**config.mk**
```make
export PLATFORM = sky130hd
export DESIGN_NAME = kkt_chain
export DESIGN_NICKNAME = d
export VERILOG_FILES = /design/src/sv/kkt_pkg.sv /design/src/sv/kkt_cell.sv /design/src/sv/kkt_chain.sv
export SDC_FILE = /design/constraint.sdc
export NUM_CORES = 1
export LEC_CHECK = 0
export BUFFER_PORTS_ARGS = -buffer_cell sky130_fd_sc_hd__clkbuf_2
export CORE_ASPECT_RATIO = 0.8
export CORE_UTILIZATION = 40
export DETAILED_ROUTE_END_ITERATION = 7
export SKIP_CTS_REPAIR_TIMING = 1
export SLEW_MARGIN = 20
export SYNTH_ARGS = -nofsm -noshare
export SYNTH_HDL_FRONTEND = slang
export SYNTH_HIERARCHICAL = 1
export SYNTH_SLANG_ARGS = --single-unit
export TNS_END_PERCENT = 10
```
**constraint.sdc**
```tcl
create_clock -name clk -period 5.15 [get_ports clk]
set_input_delay 0.7725 -clock clk [delete_from_list [all_inputs] [get_ports clk]]
set_output_delay 0.7725 -clock clk [all_outputs]
set_load 0.01 [all_outputs]
```
**src/sv/kkt_pkg.sv**
```systemverilog
// Shared types, constants and a helper function of the kernel threshold block.
package kkt_pkg;

  localparam int VAL_W       = 32;
  localparam int ROW_W       = 10;
  localparam int K_W         = 5;
  localparam int SEEN_W      = 11;
  localparam int IN_TDATA_W  = 56;
  localparam int OUT_TDATA_W = 40;
  localparam int CFG_AW      = 3;

  localparam int DEF_MAX_K    = 16;
  localparam int DEF_MAX_ROWS = 1024;

  localparam logic [SEEN_W-1:0] SEEN_MAX = '1;
  localparam logic [K_W-1:0]    K_RESET  = 5'd2;

  localparam logic OP_LOAD   = 1'b0;
  localparam logic OP_FILTER = 1'b1;

  localparam logic KIND_BAR    = 1'b0;
  localparam logic KIND_FILTER = 1'b1;

  localparam logic REG_K    = 1'b0;
  localparam logic REG_REPL = 1'b1;

  // Link between neighboring cells of the top-k chain.
  typedef struct packed {
    logic             keep;
    logic             vld;
    logic [VAL_W-1:0] val;
  } kkt_link_t;

  // Signed order on raw Q16.16 words.
  function automatic logic kkt_ge(input logic [VAL_W-1:0] a, input logic [VAL_W-1:0] b);
    return $signed(a) >= $signed(b);
  endfunction

endpackage

```
**src/sv/kkt_cell.sv**
```systemverilog
// One cell of the sorted top-k chain: holds one value and its valid bit.
module kkt_cell
  import kkt_pkg::*;
(
  input  logic             clk,
  input  logic             rst_n,
  input  logic             clr,
  input  logic             ins,
  input  logic [VAL_W-1:0] din,
  input  kkt_link_t        prv,
  output kkt_link_t        lnk
);

  logic             vld_r, vld_nxt;
  logic [VAL_W-1:0] val_r, val_nxt;
  logic             keep;

  // A cell whose value is at least the new one keeps it; the first cell that
  // does not keep takes the new value, and every cell behind it shifts down.
  assign keep = vld_r && kkt_ge(val_r, din);

  always_comb begin
    val_nxt = val_r;
    vld_nxt = vld_r;
    if (clr) begin
      vld_nxt = 1'b0;
    end else if (ins && !keep) begin
      if (prv.keep) begin
        val_nxt = din;
        vld_nxt = 1'b1;
      end else begin
        val_nxt = prv.val;
        vld_nxt = prv.vld;
      end
    end
  end

  always_ff @(posedge clk) begin
    if (!rst_n) begin
      vld_r <= 1'b0;
    end else begin
      vld_r <= vld_nxt;
    end
  end

  always_ff @(posedge clk) begin
    val_r <= val_nxt;
  end

  assign lnk = '{keep: keep, vld: vld_r, val: val_r};

endmodule

```
**src/sv/kkt_chain.sv**
```systemverilog
// Row of top-k cells kept in descending order, with the rank-k tap.
module kkt_chain
  import kkt_pkg::*;
#(
  parameter int MAX_K = DEF_MAX_K,
  parameter int KIW   = (MAX_K > 1) ? $clog2(MAX_K) : 1
) (
  input  logic             clk,
  input  logic             rst_n,
  input  logic             clr,
  input  logic             ins,
  input  logic [VAL_W-1:0] din,
  input  logic [KIW-1:0]   sel,
  output logic [VAL_W-1:0] bar_val
);

  kkt_link_t        lnk [MAX_K];
  kkt_link_t        prv [MAX_K];
  logic [MAX_K-1:0] vld_vec;

  always_comb begin
    prv[0] = '{keep: 1'b1, vld: 1'b1, val: din};
    for (int i = 1; i < MAX_K; i++) begin
      prv[i] = lnk[i-1];
    end
    for (int i = 0; i < MAX_K; i++) begin
      vld_vec[i] = lnk[i].vld;
    end
  end

  for (genvar g = 0; g < MAX_K; g++) begin : g_cell
    kkt_cell u_cell (
      .clk  (clk),
      .rst_n(rst_n),
      .clr  (clr),
      .ins  (ins),
      .din  (din),
      .prv  (prv[g]),
      .lnk  (lnk[g])
    );
  end

  assign bar_val = lnk[sel].val;

  // Valid cells always form a prefix of the chain.
  a_vld_prefix: assert property (@(posedge clk) disable iff (!rst_n)
    (vld_vec & (vld_vec + 1'b1)) == '0)
    else $error("top-k chain valid bits are not a prefix");

endmodule

```
; ---- Yosys cells after proc, flatten, opt, wreduce, memory -nomap -nowiden
; Cells that the tools add are included.
[totals]
reg_bits = 528
latchBits = 0
ramBits = 0
mem_bits_ro = 0
in_bits = 40
out_inout_bits = 32
word_cells = 150
mem_count = 0
[op_classes]
n_addsub = 0
multipliers = 0
div_mod_pow = 0
order_cmp = 17
eq_ne = 0
n_shift = 0
n_mux = 33
bitwise_logic = 3
n_reduce_logical = 65
[op_table]
columns = op, n
row1 = $mux W32, 17
row2 = $ge A32 B32 Y1, 16
row3 = $bmux W34 S4, 1
row4 = $logic_and A1 B1 Y1, 32
row5 = $reduce_and A2 Y1, 16
row6 = $logic_not A1 Y1, 16
row7 = $mux W1, 15
row8 = $ge A5 B5 Y1 const B, 1
row9 = $not A4 Y5, 1
row10 = $not A1 Y1, 2
row11 = $reduce_or A2 Y1, 1

; ---- Longest topological paths before layout
; Gate-level depths: netlist (run 1).
[logic_depth]
word_depth = 5
ltp_mapped = 12
depth_no_buf = 10

; ---- Modules after synthesis
; The synthesis (run 1) kept the hierarchy.
[modules_own_cells]
columns = mod, n_inst, cells_per_inst, area_each_um2, seq_area_each_um2
row1 = kkt_cell, 16, 193, 2314.7, 980.9
row2 = kkt_chain, 1, 272, 3732.3, 0.0

; ---- Least setup slack after synthesis (run 1)
; No wires, ideal clock.
[synth_path]
kind = in2reg
startpoint = input din[1]
endpoint = register g_cell[0].u_cell.val_r[0], enable pin
setup_ns = 0.416
arrival_time_ns = 3.282
required_time_ns = 4.734
setup_slack_ns = 1.452
cell_stages = 8
path_buffers = 0
path_cell_list = inv_1 ha_1 nor2b_4 o211ai_2 a2111oi_2 o41ai_2 a31oi_2 nor3b_2
[synth_between]
elab_chain_cells = 5
[synth_lines]
columns = item, line
row1 = "start, declared", kkt_chain.sv:12  ; input logic [VAL_W-1:0] din,
row2 = $ge A32 B32 Y1, kkt_pkg.sv:36  ; return $signed(a) >= $signed(b);
row3 = $logic_and A1 B1 Y1, kkt_cell.sv:20  ; assign keep = vld_r && kkt_ge(val_r, din);
row4 = net g_cell[0].u_cell.keep, kkt_cell.sv:16  ; logic keep;
row5 = $logic_not A1 Y1, kkt_cell.sv:27  ; end else if (ins && !keep) begin
row6 = $logic_and A1 B1 Y1, kkt_cell.sv:27
row7 = $reduce_and A2 Y1 (no source line), n/a
row8 = "end signal, assigned", kkt_cell.sv:47  ; val_r <= val_nxt;
row9 = "end, declared", kkt_cell.sv:15  ; logic [VAL_W-1:0] val_r, val_nxt;
; The timed path passes the listed nets, and every way through them passes these cells.
; A chain may end at the register's enable or synchronous reset.

; ---- Final worst setup path (run 1)
[layout_path]
startpoint = input sel[0]
endpoint = output bar_val[30]
[layout_between]
elab_chain_cells = 4
[layout_lines]
columns = item, line
row1 = "start, declared", kkt_chain.sv:13  ; input logic [KIW-1:0] sel,
row2 = $not A4 Y5 (implied by the code), kkt_chain.sv:43  ; assign bar_val = lnk[sel].val;
row3 = $bmux W34 S4, kkt_chain.sv:43
row4 = $mux W32 (implied by the code) (2 in a row), kkt_chain.sv:43
row5 = "end, declared", kkt_chain.sv:14  ; output logic [VAL_W-1:0] bar_val
; No other way between the ends. The select of a mux whose other input is x is not followed.

==> results of run 1 <==
[sequential cells by signal, summed over array words and instances, names as in the netlist]
signal               flops
g_cell.u_cell/vld_r     16
g_cell.u_cell/val_r    512
[cell type report]
type	instances	area [sq um]
flip-flops and latches	528	15700
inverters	528	1980
clock inverters	21	204
clock buffers	80	1590
multi-input cells	2166	22600
repair buffers	159	1070
well taps	1325	1660
fillers	9331	55900
[layout by cell type (no fill, tap or decap), drive strengths merged, types with 17 or more instances in the layout]
cell      n
a211oi   48
a21o     64
a21oi   176
a22oi    64
a31oi    32
and2     17
buf      91
clkbuf  148
edfxtp  512
ha      512
inv     528
mux2    512
mux4    128
nand2   112
nand3    48
nand4   128
nor2     49
nor2b    66
nor4     32
o21ai    64
[worst max-delay path, cell delays in order]
cell and delay [ns]:
buf_8 0.46, buf_4 0.37, mux4_2 0.59, a22oi_1 0.44
nand2_1 0.22, clkbuf_2 0.17
[routing by layer]
metal	track usage	vias up	wire length [um]
li1	-	12900	-
met1	0.303	13309	52300
met2	0.289	659	42700
met3	0.0278	114	5950
met4	0.0438	0	1970
met5	0	-	0
[stage by stage]
stage | utilization | worst slack, ns | hold slack, ns | std cells
3_3_place_gp | 0.427 | 0.932 | 0.516 | 4706
4_1_cts | 0.445 | 1.26 | 0.536 | 4807
5_1_grt | 0.445 | 1.16 | 0.566 | 4807
3_5_place_dp | 0.427 | 0.847 | 0.522 | 4706
2_1_floorplan | - | 1.45 | 0.497 | 3359
6_report | 0.445 | 1.27 | 0.528 | 4807
[worst paths after layout]
check	slack, ns	start	to	cells after the start
min	0.53	g_cell[15].u_cell/vld_r	g_cell[15].u_cell/vld_r	1
max	1.27	sel[0]	bar_val[30]	6
min reg2reg	0.53	g_cell[15].u_cell/vld_r	g_cell[15].u_cell/vld_r	1
max reg2reg	1.84	g_cell[10].u_cell/val_r[21]	g_cell[11].u_cell/val_r[24]	8
[power by group through the flow]
stage	logic, uW	clock network, uW	registers, uW
after floorplan	1230	0	5070
after global placement	1780	0	5140
after detailed placement	1830	0	5140
after CTS	1840	4230	5060
after global routing	2040	4380	5080
final	1840	4120	5060
==> qor.yml, run 1 <==
pwr:
  ir_drop_uv: 241
  power_density_mw_per_mm2: 246
  pwr-share-comb: 0.167
  power_switching_uw: 3010
  intPower_uw: 8010
  leakage_uw: 0.0186
  clkPwrFrac: 0.374
  p_total_uw: 11000
  switching_share: 0.273
  seq_power_share: 0.459
timing:
  worst_pin_slew_ns: 0.991
  slew_violations: 0
  hold_viol: 0
  tns_ns: 0
  fmax_mhz: 257
  layout_min_cycle_time_ns: 3.88
  post-route-period-util: 0.754
  maxSlewHeadroom: 0.339
  finalSetupViolations: 0
  rsz0062_at_grt: "no"
  fin_worst_skew_ns: 0.0133
die:
  die-area_sq_mm: 0.103
  rows: 104
  initial_core_util: 0.405
  core_area_sq_mm: 0.101
  ios: 72
  die_w_um: 359
  die_h_um: 287
routing:
  drc: 0
  dr.pass1.iters: 5
  wl_per_cell_um: 21.4
  vias: 26982
  drt_wl_total_um: 103000
  drtAntennaViolNets: 0
  viasPerCell: 5.61
  drtIter0Drc: 2440
logic_synthesis:
  postSynthCellCount: 3358
  ys.warnings.count: 6
  syn_area_sq_mm: 0.0408
  avgSynthCellArea_sq_um: 12.1
grt:
  grt_pass1_wl_um: 157000
  antenna_found_initial: 1
  grtUsageTotal: 0.197
  gr-total-overflow: 0
  grt_max_degree: 74
  grt_pass1_vias: 25981
cts:
  clk_path_buf_depth: 3
  clkSlewWorstSetupHoldPaths_ns: 0.06
  clk_latency_ns: 0.64
  cts_max_level: 2
  cts.sinks: 528
  cts_root_buf: "clkbuf_16"
  cts_tree: "done"
  numCtsBuffers: 57
job:
  maxCapViolations: 0
final_layout:
  area_growth_syn_to_layout_pct: 9.87
  drive_gt1_frac: 0.308
  antennaDiodeCount: 0
  fin_area_sq_mm: 0.0448
  layout.nets: 3992
run_status:
  status: "completed"
placed_design:
  gp_congestion: 0.849
  dpl-instance-area_sq_mm: 0.0430
  dp_hpwl_um: 82100
  io_buffers: 71
worst_setup_path:
  endpoint_kind: "output pin"
  crit_type: "input port to output pin"
  path_max_fanout: 49
  cp-start-kind: "input port"
  worstPathArrival_ns: 3.11
  worstPathRequired_ns: 4.38
worst_hold_path:
  hold_class: "flop to flop"
(Power assumes the default switching activity.)
==> inputs of run 2 (changes only) <==
Settings changed: ABC_AREA set to 1.
Clock period 5.15 ns to 3.8 ns, I/O delays scaled along.
==> run 2 against run 1 <==
Global-route usage increased by 1.9 points. Wire length rose by 13%. Synthesized cell count is 71% higher. Sequential power up 38%. Clock-buffer cell count is 5 lower. Critical path type unchanged. Via count rose by 34%. Clock skew increased by 0.0064 ns. Die area grew 5.0%. Area after synthesis is 5.0% higher. First-iteration DRC count grew 14%. Highest routed layer unchanged. Critical endpoint is now bar_val[16]. Register-to-register slack worse by 1.0 ns.
==> qor.yml, run 2 <==
pwr:
  leakage_uw: 0.0241  # +30%
  p_total_uw: 15700  # +43%
  power_switching_uw: 4840  # +61%
  seq_power_share: 0.443  # -0.016
  switching_share: 0.308  # +0.0349
  power_density_mw_per_mm2: 337  # +37%
  clkPwrFrac: 0.360  # -0.014
  pwr-share-comb: 0.197  # +0.030
  ir_drop_uv: 318  # +32%
  intPower_uw: 10900  # +36%
placed_design:
  io_buffers: 71  # unchanged
  gp_congestion: 0.847  # -0.24%
  dp_hpwl_um: 90100  # +9.7%
  dp_cells: 7091  # +51%
  dpl-instance-area_sq_mm: 0.0448  # +4.3%
final_layout:
  layout_commonest_cell: "nand2_1"
  largest-register: "g_cell.u_cell/val_r"
  top_regs: "g_cell.u_cell/val_r x512, g_cell.u_cell/vld_r x16"
  fin_area_sq_mm: 0.0466  # +4.1%
  final_cell_mix: "nand2_1, inv_1, a21oi_1"
  drive_gt1_frac: 0.0800  # -0.228
  area_growth_syn_to_layout_pct: 8.96
  layout.nets: 6302  # +58%
  finalNonFillerCells: 7205  # +50%
  antennaDiodeCount: 0  # unchanged
  largest_reg_flops: 512  # unchanged
cts:
  clk_latency_ns: 0.67  # +0.03 ns
  cts_tree: "done"
  cts.sinks: 528  # unchanged
  clk_path_buf_depth: 3  # unchanged
  cts_root_buf: "clkbuf_16"
  numCtsBuffers: 61  # +7.0%
  cts_max_level: 2  # unchanged
  clkSlewWorstSetupHoldPaths_ns: 0.06  # about the same
timing:
  worst_pin_slew_ns: 0.894  # -0.0970 ns
  fin_worst_skew_ns: 0.0197  # +0.00642 ns
  post-route-period-util: 0.818
  rsz0062_at_grt: "no"
  tns_ns: 0  # unchanged
  layout_min_cycle_time_ns: 3.11
  finalSetupViolations: 0  # unchanged
  hold_viol: 0  # unchanged
  slew_violations: 0  # unchanged
  fmax_mhz: 322
  maxSlewHeadroom: 0.404  # +0.0647
grt:
  grt_pass1_vias: 34141  # +31%
  grt_pass1_wl_um: 188000  # +20%
  grt_use_met1: 0.335  # +0.0318
  grt_max_degree: 69  # -6.8%
  use_met2: 0.321  # +0.0316
  antenna_found_initial: 0  # -1
  grtUsageTotal: 0.216  # +0.0190
  grtUsageMet3: 0.0229  # -0.00489
  busiest_layer: "met1"
  gr-total-overflow: 0  # unchanged
die:
  die_h_um: 295  # +2.5%
  initial_core_util: 0.406  # +0.00171
  rows: 106  # +1.9%
  ios: 72  # unchanged
  core_area_sq_mm: 0.105  # +4.6%
  die-area_sq_mm: 0.108  # +5.0%
  die_w_um: 368  # +2.5%
worst_setup_path:
  endpoint_kind: "output pin"
  worstPathArrival_ns: 2.54  # -0.57 ns
  worstPathRequired_ns: 3.23  # -1.15 ns
  path_max_fanout: 67  # +37%
  crit_type: "input port to output pin"
  cp-start-kind: "input port"
  r2r.worst_path.cells: 11  # +3
run_status:
  status: "completed"
routing:
  drc: 0  # unchanged
  dr.pass1.iters: 6  # +1
  drtIter0Drc: 2789  # +14%
  viasPerCell: 5.02  # -11%
  wl_per_cell_um: 16.2  # -24%
  drtAntennaViolNets: 0  # unchanged
  drt_wl_total_um: 117000  # +13%
  vias: 36162  # +34%
worst_hold_path:
  worstHoldPathCells: 2  # +1
  hold_class: "input port to flop"
job:
  maxCapViolations: 0  # unchanged
logic_synthesis:
  avgSynthCellArea_sq_um: 7.44  # -39%
  postSynthCellCount: 5755  # +71%
  syn_area_sq_mm: 0.0428  # +5.0%
  ys.warnings.count: 6  # unchanged
run 2: cell type report:
| type | count | area (sq um) |
|---|---|---|
| well taps | 1404 | 1760 |
| clock buffers | 75 | 1620 |
| flip-flops and latches | 528 | 15700 |
| clock inverters | 39 | 191 |
| repair buffers | 178 | 1650 |
| multi-input cells | 3890 | 21600 |
| fillers | 10638 | 58700 |
| inverters | 1091 | 4110 |
run 2: stage by stage:
step,utilization,setup slack [ns],hold slack (ns)
global placement,0.426,0.384,0.547
detailed placement,0.426,0.370,0.555
floorplan,-,0.880,0.523
global route,0.443,0.575,0.281
finish,0.443,0.691,0.289
CTS,0.443,0.733,0.248
run 2: critical path, cell delays in order:
cell and delay, ns:
buf_8 0.20, inv_8 0.47, buf_4 0.29, nand2_1 0.07
nand2_1 0.06, nand2_1 0.04, nand3_1 0.13, nand3_1 0.11
nand2_1 0.29, clkbuf_2 0.20
run 2: final timing paths:
kind                                                    to                      start  slack, ns
worst max-delay path                           bar_val[16]                     sel[0]       0.69
worst min-delay path             g_cell[0].u_cell/val_r[0]                     din[0]       0.29
worst max register to register  g_cell[9].u_cell/val_r[28]  g_cell[8].u_cell/val_r[7]       0.82
worst min register to register     g_cell[15].u_cell/vld_r    g_cell[15].u_cell/vld_r       0.56
run 2: power groups by stage:
stage                     sequential (uW)  combinational [uW]  clock (uW)
final                                6960                3090        5650
after CTS                            6960                3080        5820
after detailed placement             7090                3060           0
after global routing                 7000                3540        6040
after floorplan                      7010                2130           0
after global placement               7080                2980           0
run 2: per-layer routing:
metal	up-vias	wire length (um)	share of wire
met5	-	0	0
met4	0	1800	0.015
li1	18445	-	-
met3	112	6550	0.056
met1	16834	60300	0.52
met2	771	47900	0.41
